### src/hdl/hmws_pkg.sv
// Shared types and constants for the minimum Hamming distance window scanner.
package hmws_pkg;

    localparam int PATTERN_BITS   = 64;
    localparam int LENGTH_BITS    = 6;
    localparam int CODE_BITS      = 3;
    localparam int MIN_BITS       = 6;
    localparam int TOTAL_OUT_BITS = 24;
    localparam int CFG_INDEX_BITS = 2;
    localparam int RESET_LENGTH   = 20;
    localparam int GROUP_BITS     = 8;
    localparam int PART_BITS      = 4;

    localparam logic [CFG_INDEX_BITS-1:0] CFG_PATTERN_BASES  = 2'd0;
    localparam logic [CFG_INDEX_BITS-1:0] CFG_PATTERN_LENGTH = 2'd1;

    typedef struct packed {
        logic [CODE_BITS-1:0] base_code;
        logic                 last_base;
        logic                 last_genome;
    } hmws_in_t;

    typedef struct packed {
        logic [MIN_BITS-1:0]       genome_min;
        logic [TOTAL_OUT_BITS-1:0] running_total;
    } hmws_out_t;

    typedef struct packed {
        logic valid;
        logic window_ok;
        logic last_base;
        logic last_genome;
    } hmws_stage_t;

    typedef struct packed {
        logic                   restart;
        logic [LENGTH_BITS-1:0] length;
    } hmws_restart_t;

endpackage

### src/hdl/min_hamming_window_scan.sv
// Top level of the streaming minimum Hamming distance window scanner.
// Genome bases enter one per request and are matched against the configured primer
// pattern over every full window of the current genome; on a genome's last base one
// result carries the least mismatch count and the saturating running total. The block
// takes one base every clock cycle unless back pressure stalls it. A genome's last base
// passes from the input register through the compare and mismatch-count stage, which works
// from the input register, to the minimum and total stage, which loads the result register.
// Back pressure on the result side holds a genome's last base in the compare stage while
// an earlier result is still waiting, and the bases behind it stall with it. Writing the
// pattern length restarts the current genome; configuration is expected only while no
// bases are in flight.
module min_hamming_window_scan
    import hmws_pkg::*;
#(
    parameter int PATTERN_MAX = 32,
    parameter int TOTAL_BITS  = 24
) (
    input  logic                      aclk,
    input  logic                      aresetn,
    input  logic                      s_valid,
    output logic                      s_ready,
    input  hmws_in_t                  s_data,
    output logic                      m_valid,
    input  logic                      m_ready,
    output hmws_out_t                 m_data,
    input  logic                      cfg_valid,
    output logic                      cfg_ready,
    input  logic [CFG_INDEX_BITS-1:0] cfg_index,
    input  logic [PATTERN_BITS-1:0]   cfg_data
);

    localparam int LW = $clog2(PATTERN_MAX + 1);
    localparam int NG = (PATTERN_MAX + GROUP_BITS - 1) / GROUP_BITS;

    logic [LW-1:0]                 eff_len;
    logic [PATTERN_MAX-1:0][1:0]   ref_pat;
    logic [PATTERN_MAX-1:0]        ref_mask;
    hmws_restart_t                 restart;
    logic                          mid_take;
    hmws_stage_t                   mid_ctl;
    logic [NG-1:0][PART_BITS-1:0]  mid_part;

    hmws_cfg #(
        .PATTERN_MAX(PATTERN_MAX)
    ) u_cfg (
        .aclk     (aclk),
        .aresetn  (aresetn),
        .cfg_valid(cfg_valid),
        .cfg_ready(cfg_ready),
        .cfg_index(cfg_index),
        .cfg_data (cfg_data),
        .eff_len  (eff_len),
        .ref_pat  (ref_pat),
        .ref_mask (ref_mask),
        .restart  (restart)
    );

    hmws_match #(
        .PATTERN_MAX(PATTERN_MAX)
    ) u_match (
        .aclk    (aclk),
        .aresetn (aresetn),
        .s_valid (s_valid),
        .s_ready (s_ready),
        .s_data  (s_data),
        .eff_len (eff_len),
        .ref_pat (ref_pat),
        .ref_mask(ref_mask),
        .restart (restart),
        .mid_take(mid_take),
        .mid_ctl (mid_ctl),
        .mid_part(mid_part)
    );

    hmws_accum #(
        .PATTERN_MAX(PATTERN_MAX),
        .TOTAL_BITS (TOTAL_BITS)
    ) u_accum (
        .aclk    (aclk),
        .aresetn (aresetn),
        .eff_len (eff_len),
        .restart (restart),
        .mid_ctl (mid_ctl),
        .mid_part(mid_part),
        .mid_take(mid_take),
        .m_valid (m_valid),
        .m_ready (m_ready),
        .m_data  (m_data)
    );

endmodule

### src/hdl/hmws_cfg.sv
// Configuration registers and the prepared, reversed pattern used by the compare stage.
module hmws_cfg
    import hmws_pkg::*;
#(
    parameter int PATTERN_MAX = 32
) (
    input  logic                                  aclk,
    input  logic                                  aresetn,
    input  logic                                  cfg_valid,
    output logic                                  cfg_ready,
    input  logic [CFG_INDEX_BITS-1:0]             cfg_index,
    input  logic [PATTERN_BITS-1:0]               cfg_data,
    output logic [$clog2(PATTERN_MAX+1)-1:0]      eff_len,
    output logic [PATTERN_MAX-1:0][1:0]           ref_pat,
    output logic [PATTERN_MAX-1:0]                ref_mask,
    output hmws_restart_t                         restart
);

    localparam int LW = $clog2(PATTERN_MAX + 1);
    localparam int IW = $clog2(PATTERN_MAX);

    logic [PATTERN_BITS-1:0]      pattern_reg;
    logic [LENGTH_BITS-1:0]       length_reg;
    logic [LW-1:0]                eff_len_reg;
    logic [PATTERN_MAX-1:0][1:0]  ref_pat_reg;
    logic [PATTERN_MAX-1:0]       ref_mask_reg;
    logic [LW-1:0]                cur_len;
    logic [PATTERN_MAX-1:0][1:0]  ref_pat_next;
    logic [PATTERN_MAX-1:0]       ref_mask_next;
    logic                         wr;

    function automatic logic [LW-1:0] clamp_len(input logic [LENGTH_BITS-1:0] raw);
        logic [LW-1:0] r;
        if (raw == '0) begin
            r = LW'(1);
        end else if (raw > LENGTH_BITS'(PATTERN_MAX)) begin
            r = LW'(PATTERN_MAX);
        end else begin
            r = LW'(raw);
        end
        return r;
    endfunction

    assign cfg_ready = 1'b1;
    assign wr        = cfg_valid && cfg_ready;

    always_ff @(posedge aclk) begin
        if (!aresetn) begin
            pattern_reg <= '0;
            length_reg  <= LENGTH_BITS'(RESET_LENGTH);
        end else if (wr) begin
            case (cfg_index)
                CFG_PATTERN_BASES: begin
                    pattern_reg <= cfg_data;
                end
                CFG_PATTERN_LENGTH: begin
                    length_reg <= cfg_data[LENGTH_BITS-1:0];
                end
                default: begin
                end
            endcase
        end
    end

    // Window entry k holds the k-th newest base, so it meets pattern base len-1-k.
    always_comb begin
        logic [IW-1:0] pos;
        cur_len = clamp_len(length_reg);
        for (int k = 0; k < PATTERN_MAX; k++) begin
            pos = IW'(cur_len - LW'(k) - LW'(1));
            ref_mask_next[k] = LW'(k) < cur_len;
            ref_pat_next[k]  = ref_mask_next[k] ? pattern_reg[2*pos +: 2] : 2'b00;
        end
    end

    always_ff @(posedge aclk) begin
        eff_len_reg  <= cur_len;
        ref_pat_reg  <= ref_pat_next;
        ref_mask_reg <= ref_mask_next;
    end

    assign eff_len  = eff_len_reg;
    assign ref_pat  = ref_pat_reg;
    assign ref_mask = ref_mask_reg;

    always_comb begin
        restart.restart = wr && (cfg_index == CFG_PATTERN_LENGTH);
        restart.length  = LENGTH_BITS'(clamp_len(cfg_data[LENGTH_BITS-1:0]));
    end

endmodule

### src/hdl/hmws_match.sv
// Input register, base window shift line and per-window mismatch counting stage.
module hmws_match
    import hmws_pkg::*;
#(
    parameter int PATTERN_MAX = 32
) (
    input  logic                                              aclk,
    input  logic                                              aresetn,
    input  logic                                              s_valid,
    output logic                                              s_ready,
    input  hmws_in_t                                          s_data,
    input  logic [$clog2(PATTERN_MAX+1)-1:0]                  eff_len,
    input  logic [PATTERN_MAX-1:0][1:0]                       ref_pat,
    input  logic [PATTERN_MAX-1:0]                            ref_mask,
    input  hmws_restart_t                                     restart,
    input  logic                                              mid_take,
    output hmws_stage_t                                       mid_ctl,
    output logic [(PATTERN_MAX+GROUP_BITS-1)/GROUP_BITS-1:0][PART_BITS-1:0] mid_part
);

    localparam int LW = $clog2(PATTERN_MAX + 1);
    localparam int NG = (PATTERN_MAX + GROUP_BITS - 1) / GROUP_BITS;

    logic                                  in_valid_reg;
    hmws_in_t                              in_data_reg;
    logic [CODE_BITS-1:0]                  win_reg  [PATTERN_MAX];
    logic [CODE_BITS-1:0]                  win_next [PATTERN_MAX];
    logic [LW-1:0]                         fill_reg;
    logic [LW-1:0]                         fill_next;
    logic                                  window_ok;
    logic [NG*GROUP_BITS-1:0]              miss_vec;
    logic [NG-1:0][PART_BITS-1:0]          part_next;
    hmws_stage_t                           mid_ctl_reg;
    logic [NG-1:0][PART_BITS-1:0]          mid_part_reg;
    logic                                  mid_free;
    logic                                  adv;

    assign mid_free = !mid_ctl_reg.valid || mid_take;
    assign adv      = in_valid_reg && mid_free;
    assign s_ready  = !in_valid_reg || adv;

    always_ff @(posedge aclk) begin
        if (!aresetn) begin
            in_valid_reg <= 1'b0;
        end else if (s_ready) begin
            in_valid_reg <= s_valid;
        end
    end

    always_ff @(posedge aclk) begin
        if (s_valid && s_ready) begin
            in_data_reg <= s_data;
        end
    end

    always_comb begin
        win_next[0] = in_data_reg.base_code;
        for (int k = 1; k < PATTERN_MAX; k++) begin
            win_next[k] = win_reg[k-1];
        end
    end

    always_ff @(posedge aclk) begin
        if (adv) begin
            win_reg <= win_next;
        end
    end

    assign fill_next = (fill_reg < LW'(PATTERN_MAX)) ? fill_reg + LW'(1) : fill_reg;
    assign window_ok = fill_next >= eff_len;

    // Codes above 3 never equal the zero-extended pattern base.
    always_comb begin
        miss_vec = '0;
        for (int k = 0; k < PATTERN_MAX; k++) begin
            miss_vec[k] = ref_mask[k] && (win_next[k] != {1'b0, ref_pat[k]});
        end
    end

    always_comb begin
        for (int g = 0; g < NG; g++) begin
            part_next[g] = '0;
            for (int b = 0; b < GROUP_BITS; b++) begin
                part_next[g] = part_next[g] + PART_BITS'(miss_vec[g*GROUP_BITS+b]);
            end
        end
    end

    always_ff @(posedge aclk) begin
        if (!aresetn) begin
            fill_reg <= '0;
        end else if (restart.restart) begin
            fill_reg <= '0;
        end else if (adv) begin
            fill_reg <= in_data_reg.last_base ? '0 : fill_next;
        end
    end

    always_ff @(posedge aclk) begin
        if (!aresetn) begin
            mid_ctl_reg <= '0;
        end else if (mid_free) begin
            mid_ctl_reg.valid       <= in_valid_reg;
            mid_ctl_reg.window_ok   <= window_ok;
            mid_ctl_reg.last_base   <= in_data_reg.last_base;
            mid_ctl_reg.last_genome <= in_data_reg.last_genome;
        end
    end

    always_ff @(posedge aclk) begin
        if (adv) begin
            mid_part_reg <= part_next;
        end
    end

    assign mid_ctl  = mid_ctl_reg;
    assign mid_part = mid_part_reg;

    a_fill_bounded: assert property (@(posedge aclk) disable iff (!aresetn)
        fill_reg <= LW'(PATTERN_MAX))
        else $error("Fill count ran past the window depth.");

    a_take_valid: assert property (@(posedge aclk) disable iff (!aresetn)
        mid_take |-> mid_ctl_reg.valid)
        else $error("The accumulate stage took an empty mismatch stage.");

endmodule

### src/hdl/hmws_accum.sv
// Minimum tracking, saturating total over genomes and the result register.
module hmws_accum
    import hmws_pkg::*;
#(
    parameter int PATTERN_MAX = 32,
    parameter int TOTAL_BITS  = 24
) (
    input  logic                                              aclk,
    input  logic                                              aresetn,
    input  logic [$clog2(PATTERN_MAX+1)-1:0]                  eff_len,
    input  hmws_restart_t                                     restart,
    input  hmws_stage_t                                       mid_ctl,
    input  logic [(PATTERN_MAX+GROUP_BITS-1)/GROUP_BITS-1:0][PART_BITS-1:0] mid_part,
    output logic                                              mid_take,
    output logic                                              m_valid,
    input  logic                                              m_ready,
    output hmws_out_t                                         m_data
);

    localparam int LW        = $clog2(PATTERN_MAX + 1);
    localparam int NG        = (PATTERN_MAX + GROUP_BITS - 1) / GROUP_BITS;
    localparam int SW        = TOTAL_BITS + 1;
    localparam int OUT_TB    = (TOTAL_BITS < TOTAL_OUT_BITS) ? TOTAL_BITS : TOTAL_OUT_BITS;
    localparam int RESET_LEN = (PATTERN_MAX < RESET_LENGTH) ? PATTERN_MAX : RESET_LENGTH;

    logic [LW-1:0]         best_reg;
    logic [TOTAL_BITS-1:0] sum_reg;
    logic                  m_valid_reg;
    logic [LW-1:0]         min_reg;
    logic [TOTAL_BITS-1:0] total_reg;
    logic [LW-1:0]         miss;
    logic [LW-1:0]         cand;
    logic [SW-1:0]         sum_ext;
    logic [TOTAL_BITS-1:0] sum_sat;
    logic                  out_free;
    logic                  result;

    always_comb begin
        miss = '0;
        for (int g = 0; g < NG; g++) begin
            miss = miss + LW'(mid_part[g]);
        end
    end

    assign cand     = (mid_ctl.window_ok && (miss < best_reg)) ? miss : best_reg;
    assign sum_ext  = {1'b0, sum_reg} + SW'(cand);
    assign sum_sat  = sum_ext[TOTAL_BITS] ? '1 : sum_ext[TOTAL_BITS-1:0];
    assign out_free = !m_valid_reg || m_ready;
    assign mid_take = mid_ctl.valid && (!mid_ctl.last_base || out_free);
    assign result   = mid_take && mid_ctl.last_base;

    always_ff @(posedge aclk) begin
        if (!aresetn) begin
            best_reg <= LW'(RESET_LEN);
            sum_reg  <= '0;
        end else if (restart.restart) begin
            best_reg <= LW'(restart.length);
        end else if (mid_take) begin
            if (mid_ctl.last_base) begin
                best_reg <= eff_len;
                sum_reg  <= mid_ctl.last_genome ? '0 : sum_sat;
            end else begin
                best_reg <= cand;
            end
        end
    end

    always_ff @(posedge aclk) begin
        if (!aresetn) begin
            m_valid_reg <= 1'b0;
        end else if (result) begin
            m_valid_reg <= 1'b1;
        end else if (m_ready) begin
            m_valid_reg <= 1'b0;
        end
    end

    always_ff @(posedge aclk) begin
        if (result) begin
            min_reg   <= cand;
            total_reg <= sum_sat;
        end
    end

    assign m_valid              = m_valid_reg;
    assign m_data.genome_min    = MIN_BITS'(min_reg);
    assign m_data.running_total = TOTAL_OUT_BITS'(total_reg[OUT_TB-1:0]);

    a_reset_clears: assert property (@(posedge aclk)
        !aresetn |=> (sum_reg == '0) && !m_valid_reg)
        else $error("Reset did not clear the running total and result flag.");

    a_result_shown: assert property (@(posedge aclk) disable iff (!aresetn)
        result |=> m_valid_reg)
        else $error("A genome's last base produced no result.");

    a_min_bounded: assert property (@(posedge aclk) disable iff (!aresetn)
        m_valid_reg |-> (min_reg <= LW'(PATTERN_MAX)) && (best_reg <= LW'(PATTERN_MAX)))
        else $error("Mismatch minimum exceeds the pattern depth.");

endmodule
### config.mk
export PLATFORM = sky130hd
export DESIGN_NAME = min_hamming_window_scan
export DESIGN_NICKNAME = d
export VERILOG_FILES = /design/src/hdl/hmws_pkg.sv /design/src/hdl/min_hamming_window_scan.sv /design/src/hdl/hmws_cfg.sv /design/src/hdl/hmws_match.sv /design/src/hdl/hmws_accum.sv
export SDC_FILE = /design/constraint.sdc
export NUM_CORES = 1
export LEC_CHECK = 0
export ABC_CLOCK_PERIOD_IN_PS = 5400
export BUFFER_PORTS_ARGS = -buffer_cell sky130_fd_sc_hd__buf_2
export CORE_MARGIN = 1.5
export CORE_UTILIZATION = 56
export DETAILED_ROUTE_END_ITERATION = 7
export PLACE_DENSITY = 0.77
export REMOVE_ABC_BUFFERS = 1
export SKIP_LAST_GASP = 1
export SYNTH_ARGS = -nofsm -noshare
export SYNTH_HDL_FRONTEND = slang
export SYNTH_SLANG_ARGS = --single-unit
### constraint.sdc
create_clock -name aclk -period 5.4 [get_ports aclk]
set_input_delay 1.35 -clock aclk [delete_from_list [all_inputs] [get_ports aclk]]
set_output_delay 1.35 -clock aclk [all_outputs]
set_load 0.02 [all_outputs]
Word level (Yosys, flattened, before mapping)
Index checks and enable logic that the tools add are counted.
Widths: inputs -> output; s select.
Operators by class
  add/sub/neg operators: 95
  multiply operators: 0
  div/mod/pow operators: 0
  magnitude comparators: 37
  eq/ne operators: 33
  shifts and indexed selects: 32
  mux-type cells: 14
  bitwise logic cells: 2
  reductions and logical operators: 55
Operators with widths (count)
  $shiftx 64x7->2: 32
  $sub 5x1->5 const B: 32
  $add 4x1->4: 24
  $lt 5x6->1 const A: 16
  $ne 3x2->1: 32
  $sub 5x5->5 const B: 16
  $mux 6: 10
  $lt 4x6->1 const A: 8
  $mux 24: 2
  $sub 5x4->5 const B: 8
  $logic_and 1x1->1: 38
  $add 24x6->25: 1
  $lt 3x6->1 const A: 4
  $sub 5x3->5 const B: 4
  $add 6x4->6: 2
  $gt 6x6->1 const B: 2
  $logic_not 6->1: 2
  $lt 1x6->1 const A: 2
  $lt 2x6->1 const A: 2
  $sub 5x2->5 const B: 2
  $add 1x1->2: 4
  $add 6x1->6 const B: 1
  $ge 6x6->1: 1
  $lt 6x6->1: 1
  12 further kinds: 22
Storage, ports and cells
  flip-flop bits (word level): 358
  latch bits: 0
  bits in writable memories: 0
  memory bits (read-only): 0
  input port bits: 76
  output and inout bits: 33
  logic and storage cells: 353
  memories: 0

Longest topological paths before layout
Gate-level depths: netlist (run 1).
  word-level depth: 9
  depth in mapped cells: 28
  depth with buffers taken out: 26

Cells and area by module
A second synthesis (run 1) with hierarchy kept.
Second synthesis, totals
  cells, all modules: 2043
  area, all modules: 20429.6 um2
By module, submodules not included
  hmws_cfg: times used 1, cells each 1326, area each 11140.7 um2, seq. area each 3423.3 um2
  hmws_match: times used 1, cells each 357, area each 5595.4 um2, seq. area each 3643.5 um2
  hmws_accum: times used 1, cells each 360, area each 3693.5 um2, seq. area each 1521.5 um2

Worst setup path after synthesis (run 1)
No wires, ideal clock.
  kind: reg-to-reg
  start: register u_match.mid_part_reg (netlist bit u_match.mid_part[0])
  end: register u_accum.total_reg[23], data pin
  setup time: 0.262 ns
  arrival: 5.539 ns
  required time: 5.138 ns
  slack: -0.402 ns
  cell stages (with the launch flop): 26
  path buffers: 2
  clock period less this slack: 5.802 ns
  cell sequence: edfxtp_1 -> ha_1 -> fa_1 -> xnor2_1 -> fa_1 -> inv_1 -> ha_1 -> a21o_1 -> a21oi_1 -> xnor2_1 -> ha_1 -> and3_1 -> a21oi_1 -> and4b_1 -> clkbuf_1 -> mux2i_1 -> inv_1 -> ha_1 -> a21o_1 -> a21oi_1 -> o21a_1 -> nor3_1 -> and4_1 -> clkbuf_1 -> nand2_1 -> mux2_1
On the way
  longest elaborated chain between the ends: 8
Ends and longest elaborated chain
  start: declaration: RTL line hmws_match.sv:34  | logic [NG-1:0][PART_BITS-1:0] mid_part_reg;
  start signal: assignment: RTL line hmws_match.sv:112  | mid_part_reg <= part_next;
  $add 4x4->5 *: RTL line hmws_accum.sv:41  | miss = miss + LW'(mid_part[g]);
  $add 6x4->6 * (2 in a row): RTL line hmws_accum.sv:41
  $lt 6x6->1: RTL line hmws_accum.sv:45  | assign cand = (mid_ctl.window_ok && (miss < best_reg)) ? miss : best_reg;
  $logic_and 1x1->1: RTL line hmws_accum.sv:45
  $mux 6 *: RTL line hmws_accum.sv:45
  named net u_accum.cand[1]: RTL line hmws_accum.sv:32  | logic [LW-1:0] cand;
  $add 24x6->25 *: RTL line hmws_accum.sv:46  | assign sum_ext = {1'b0, sum_reg} + SW'(cand);
  $mux 24 *: RTL line hmws_accum.sv:47  | assign sum_sat = sum_ext[TOTAL_BITS] ? '1 : sum_ext[TOTAL_BITS-1:0];
  named net u_accum.sum_sat[23]: RTL line hmws_accum.sv:34  | logic [TOTAL_BITS-1:0] sum_sat;
  end signal: assignment: RTL line hmws_accum.sv:81  | total_reg <= sum_sat;
  end: declaration: RTL line hmws_accum.sv:30  | logic [TOTAL_BITS-1:0] total_reg;
Mark *: on every way through the listed nets, which the timed path passes. The rest lies on a longest branch.
A chain may end at the register's enable or synchronous reset.

Worst setup path in the final report (run 1)
  start: register u_match.mid_part_reg (netlist bit u_match.mid_part[4])
  end: register u_accum.total_reg[22], data pin
Same word-level chain as after synthesis.

==> results of run 1 <==
==> per-layer routing <==
metal | vias up | wire (microns) | part of all wire (%) | GRT usage [%]
met2 | 686 | 25500 | 47 | 49.1
met3 | 146 | 4240 | 7.8 | 6.21
met5 | - | 0 | 0 | 0
met1 | 7367 | 21600 | 40 | 38.4
met4 | 0 | 3180 | 5.8 | 16.1
li1 | 6943 | - | - | -
==> worst max path at each step <==
stage | cells past startpoint | startpoint | endpoint | slack, ns
floorplan | 11 | u_cfg.length_reg[4] | u_cfg.ref_pat[3] | -1.48
global placement | 24 | u_match.mid_part[0] | u_accum.sum_reg[2] | -0.38
detailed placement | 23 | u_match.mid_part[0] | u_accum.total_reg[23] | -0.55
CTS | 24 | u_match.mid_part[0] | u_accum.total_reg[18] | -0.17
global route | 25 | u_match.mid_part[1] | u_accum.total_reg[22] | -0.53
finish | 23 | u_match.mid_part[4] | u_accum.total_reg[22] | -0.34
==> logic make-up after synthesis <==
family | synth area share (%)
AND/OR/NAND/NOR | 11.6
AO/OA/AOI/OAI | 13.3
flip-flops | 44.3
multiplexers | 15.7
buffers and inverters | 4.09
XOR/XNOR | 5.37
adder cells (fa/ha/maj) | 5.66
other | 0.0193
==> placed cells by master (no fill, tap or decap), types with 9 or more instances in the layout <==
cell type    n
clkbuf_1    10
mux2i_1    128
o21a_1       9
o21ai_0     50
o31ai_1     13
mux4_2      72
a22o_1      14
nand4_1     10
and3_1      17
xor2_1      76
o211ai_1    12
nor2_1      80
inv_1       93
a21oi_1     74
nand3_1     36
a21o_1      11
xnor2_1     37
and2_1      11
dfxtp_1    213
o31a_1      20
edfxtp_1   144
a32o_1      10
nor2b_1     11
ha_1        45
nor3_1      17
buf_2      107
a21boi_0    73
a31oi_1     17
clkbuf_16   38
buf_4       75
fa_1        20
nand2_1    287
==> layout make-up <==
| class | count | share of cell area, % |
|---|---|---|
| Clock buffer | 54 | 4.80 |
| Clock inverter | 16 | 0.707 |
| Inverter | 101 | 1.71 |
| Multi-Input combinational cell | 1299 | 46.1 |
| Sequential cell | 357 | 38.5 |
| Tap cell | 448 | 2.51 |
| Timing Repair Buffer | 193 | 5.66 |
==> worst max-delay path, stage by stage (launching register included) <==
cell	delay, ns
edfxtp_1	0.37
ha_2	0.22
fa_2	0.54
fa_1	0.42
ha_2	0.21
fa_2	0.36
a21o_1	0.20
a21o_1	0.21
ha_4	0.23
and3_4	0.17
a21oi_1	0.13
and4b_2	0.32
nor2_2	0.07
a21oi_4	0.17
ha_4	0.16
inv_2	0.04
fa_2	0.33
nor2b_2	0.16
o21ai_2	0.09
a21boi_1	0.19
o21a_2	0.22
o211ai_1	0.14
nor2_1	0.21
mux2_4	0.32
==> stage by stage <==
| step | TNS, ns | instances | total power [mW] | area [sq um] | setup slack (ns) |
|---|---|---|---|---|---|
| finish | -10.23 | 2468 | 7.27 | 22300 | -0.344 |
| CTS | -2.43 | 2457 | 7.19 | 22100 | -0.167 |
| floorplan | -48.41 | 1757 | 3.97 | 19000 | -1.48 |
| global route | -18.71 | 2468 | 7.56 | 22300 | -0.534 |
| global placement | -13.50 | 2377 | 4.49 | 20600 | -0.383 |
| detailed placement | -20.45 | 2377 | 4.53 | 20600 | -0.550 |
==> power by group through the flow <==
stage | clock network, mW | registers [mW] | logic, mW
after CTS | 2.59 | 2.99 | 1.61
after floorplan | 0 | 3.04 | 0.936
after global routing | 2.69 | 3.00 | 1.87
after detailed placement | 0 | 3.05 | 1.49
final | 2.55 | 2.99 | 1.73
after global placement | 0 | 3.04 | 1.44
==> timing repair <==
item                                    CTS  global route
hold buffers                              0             0
pin swaps                                26            21
endpoints found under the setup margin   48            48
buffers inserted                          9            12
gates cloned                              1             0
resized for setup                        54            19
==> impl_metrics.tcl, run 1 <==
set metrics [dict create \
    run_status "finished, violations left" \
    violations "setup timing" \
    synth_top_area_share_pct 22.3 \
    holdPathEnd "u_match.win_next[77]" \
    cp-end-kind "register" \
    path_clk_slew_ns 0.06 \
    synth.distinct_cells 72 \
    wire_per_inst_microns 22.1 \
    drive_gt1_share_pct 19.5 \
    yosys_warnings 0 \
    htree_levels 2 \
    routed_wl_microns 54500 \
    track_usage_pct 30.3 \
    cp_max_fo 5 \
    cp-start-kind "register" \
    clockPowerShare_pct 35.0 \
    area_delta_synth_final_pct 14.9 \
    max-cap-violations 0 \
    synth.most_common_cell "nand2_1" \
    clockBufferDepth 3 \
    hp-class "register to register" \
    clock-sinks 357 \
    grt_overflow 0 \
    synth_edf_count 144 \
    fin_hold_ws_ns 0.445 \
    syn_inst 1855 \
    timing.rr.end "u_accum.total_reg[22]" \
    ys_seq_area_share_pct 44.3 \
    insertion_delay_ns 0.56 \
    avgViaCountPerCell 6.14 \
    drcViolationCount 0 \
    largest_reg_flops 93 \
    powerDensity_nw_per_um2 326 \
    p_leak_nw 9.00 \
    cts_tree "done" \
    utilization_pct 66.0 \
    cp.arrival_ns 6.04 \
    synthArstFlopShare_pct 0 \
    synth_area_leaders "edfxtp_1 (22%), dfxtp_1 (22%), mux4_2 (8.4%)" \
    yosys.area.top_type "edfxtp_1" \
    finalCritPeriodShare_pct 106 \
    grt_max_degree 96 \
    switching_share_pct 29.1 \
    grt_pass1_vias 14800 \
    p_switching_mw 2.12 \
    finalWorstSetupSlack_ns -0.344 \
    synth_top_flop_cell "dfxtp_1" \
    fin_crit_ns 5.74 \
    syn_area_sq_um 19400 \
    peakVddDrop_uv 277 \
    via_count 15100 \
    pwr-share-comb_pct 23.8 \
    firstDrtPassIters 5 \
    cts-root-buf "clkbuf_16" \
    reg2regPathDepth 23 \
    setup_violations 48 \
    die_area_sq_um 35800 \
    num_rows 67 \
    tightest_slew_ns 0.980 \
    diodes 0 \
    netlist_top_cells_count "nand2_1 (289), dfxtp_1 (213), edfxtp_1 (144)" \
    core_sq_um 33800 \
    register_area_sq_um 8590 \
    drv_slew 0 \
    critPathKind "register to register" \
    nets 2140 \
    fin_skew_ns 0.0207 \
    die_x_microns 189 \
    grt_pass1_wl_microns 83100 \
    multi_input_comb_area_sq_um 10300 \
    syn_avg_cell_area_sq_um 10.5 \
    hold_viol 0 \
    fill_cells 2593 \
    pin_count 109 \
    dr.first_iter.drc_count 1464 \
    start_util_pct 57.4 \
    reg2reg_setup_slack_ns -0.34 \
    gp_congestion 0.999 \
    die_y_microns 189 \
    cts_buffers 38 \
    synth.ff_latch_count 357 \
    worstHoldStart "u_match.win_next[80]" \
    dp_hpwl_microns 40100 \
    max_slew_margin_pct 34.5 \
    critPathRequiredTime_ns 5.70 \
    sequentialPowerShare_pct 41.1 \
    antenna_found_initial 2 \
    portBuffers 107 \
    timing.rr.start "u_match.mid_part[4]" \
    rsz0062_at_grt "yes" \
    min_path_cells 0 \
    power.internal_mw 5.16 \
    max_freq_ghz 0.174 \
    ant_nets 0 \
]
No activity file was read; power rests on OpenSTA's default activity.
==> inputs of run 2 (changes only) <==
Settings changed: ABC_AREA set to 1, CTS_CLUSTER_DIAMETER set to 100.
==> run 2 against run 1 <==
Maximum frequency is 10% higher. Routed wire length is 11% higher. The run now ends clean. Final area is 3.9% lower. Utilization is 2.1 points lower. Largest cell class unchanged. Highest routed layer is now met5. First-iteration DRC count is 14% higher.
==> impl_metrics.tcl, run 2 <==
set metrics [dict create \
    critPathRequiredTime_ns 5.78 \
    peakVddDrop_uv 286 \
    dr.first_iter.drc_count 1671 \
    avgViaCountPerCell 5.76 \
    core_sq_um 33500 \
    cts-hold-fix-buffers 0 \
    drv_slew 0 \
    netlist_top_cells_count "nand2_1 (635), nand3_1 (385), inv_1 (229)" \
    finalWorstSetupSlack_ns 0.200 \
    syn_avg_cell_area_sq_um 7.80 \
    syn_inst 2444 \
    cts-root-buf "clkbuf_16" \
    cp-start-kind "register" \
    p_leak_nw 9.56 \
    placed_area_sq_um 20000 \
    cts_tree "done" \
    grt_pass1_wl_microns 93500 \
    cp-end-kind "register" \
    synth_top_flop_cell "dfxtp_1" \
    cp_max_fo 6 \
    grt_pass1_vias 16500 \
    yosys_warnings 0 \
    synth_area_leaders "edfxtp_1 (23%), dfxtp_1 (22%), nand2_1 (12%)" \
    syn_area_sq_um 19100 \
    synth.most_common_cell "nand2_1" \
    fin_hold_ws_ns 0.448 \
    finalCritPeriodShare_pct 96.3 \
    fin_crit_ns 5.20 \
    total_power_mw 8.30 \
    largest_reg_flops 93 \
    max_freq_ghz 0.192 \
    max_slew_margin_pct 24.5 \
    synth_edf_count 144 \
    drcViolationCount 0 \
    synthArstFlopShare_pct 0 \
    tightest_slew_ns 1.13 \
    nets 2688 \
    area_delta_synth_final_pct 12.4 \
    firstDrtPassIters 8 \
    grt_max_degree 102 \
    path_clk_slew_ns 0.06 \
    stdcell_count 3015 \
    start_util_pct 56.9 \
    ys_seq_area_share_pct 45.0 \
    synth_top_area_share_pct 22.7 \
    mostFrequentLayoutCells "nand2_1 (627), nand3_1 (384), inv_1 (225), dfxtp_1 (213), nor2_1 (211)" \
    antenna_found_initial 2 \
    critPathKind "register to register" \
    wire_per_inst_microns 20.1 \
    htree_levels 2 \
    pin_count 109 \
    max-cap-violations 0 \
    utilization_pct 63.9 \
    clockBufferDepth 3 \
    grt_overflow 0 \
    synth.distinct_cells 50 \
    synth.ff_latch_count 357 \
    crit_slowest_cell "fa_1" \
    tns_ns 0 \
    powerDensity_nw_per_um2 387 \
    diodes 0 \
    portBuffers 107 \
    routed_wl_microns 60600 \
    fin_skew_ns 0.0165 \
    drive_gt1_share_pct 10.7 \
    gp_congestion 0.974 \
    final_common_cell "nand2_1" \
    via_count 17400 \
    critical_path.max_stage_delay_ns 0.50 \
    die_area_sq_um 35200 \
    hp-class "register to register" \
    num_rows 67 \
    cp.arrival_ns 5.58 \
    die_y_microns 188 \
    die_x_microns 188 \
    cts_buffers 38 \
    place_ws_ns -0.232 \
    finalInstanceArea_sq_um 21400 \
    fill_cells 2920 \
    cp_common_cell "nand2_1" \
    yosys.area.top_type "edfxtp_1" \
    insertion_delay_ns 0.55 \
    post-place-cells 2941 \
    setup_violations 0 \
    track_usage_pct 34.5 \
    clock-sinks 357 \
    run_status "completed" \
    ant_nets 0 \
    hold_viol 0 \
    dp_hpwl_microns 46000 \
]
[run 2: cell types whose count changed in the layout (fill, tap and decap cells not counted), sizes merged, moves of 34 or more]
cell,delta
a21boi,-66
a21oi,+34
mux4,-72
mux2i,-129
nand3,+347
nand2,+351
nor2,+136
buf,-51
o21ai,+87
inv,+138
[run 2: cell families (layout without fill, tap and decap cells)]
| group | count (synthesis) | after routing | share of synthesized area (%) |
|---|---|---|---|
| flops | 357 | 357 | 45.0 |
| simple gates | 1272 | 1273 | 28.1 |
| buf+inv | 326 | 448 | 6.90 |
| compound gates | 330 | 330 | 9.83 |
| xor+xnor | 84 | 84 | 4.33 |
| other cells | 1 | 1 | 0.0197 |
| fa+ha+maj | 74 | 74 | 5.76 |
[run 2: where the power goes]
group,internal (mW),switching [mW],leakage [nW]
Combinational,0.894,1.58,5.86
Clock,1.55,1.09,0.641
Sequential,3.06,0.128,3.06
Total,5.50,2.80,9.56
[run 2: per-layer routing]
layer	vias up	share of wire (%)	wire length, microns	GRT usage [%]
met4	4	5.9	3600	18.4
li1	8247	-	-	-
met5	-	0.053	32	0
met3	160	7.3	4440	4.14
met1	8149	41	24900	45.8
met2	793	46	27600	55.6
[run 2: path summary, 6_finish.rpt]
check,endpoint,from,depth (start not counted),slack (ns)
min,u_match.win_next[77],u_match.win_next[80],0,0.45
max reg2reg,u_accum.sum_reg[20],u_match.mid_part[4],32,0.20
min reg2reg,u_match.win_next[77],u_match.win_next[80],0,0.45
max,u_accum.sum_reg[20],u_match.mid_part[4],32,0.20
[run 2: critical path: cells and delay by family, from the launching register on]
| family | cells | cell delay (ns) |
|---|---|---|
| adders and majority gates | 7 | 2.23 |
| and+or+nand+nor | 16 | 1.54 |
| DFF | 1 | 0.37 |
| xor gates and xnor gates | 2 | 0.33 |
| buffers and inverters | 4 | 0.31 |
| AOI/OAI and AO/OA | 3 | 0.27 |
[run 2: final cells by class]
class,instances,area [sq um],area share (%)
clock buffer,56,1160,5.41
clock inverter,13,113,0.525
tap,448,561,2.62
timing repair buffer,141,803,3.75
sequential,357,8590,40.1
inverter,238,898,4.19
multi-input combinational,1762,9310,43.4
[run 2: timing repair]
action                                  CTS  global route
gates cloned                              1             0
buffers inserted                          0             4
resized for setup                         6            36
pin swaps                                 1            14
hold endpoints to repair                  0             0
endpoints found under the setup margin   44            48
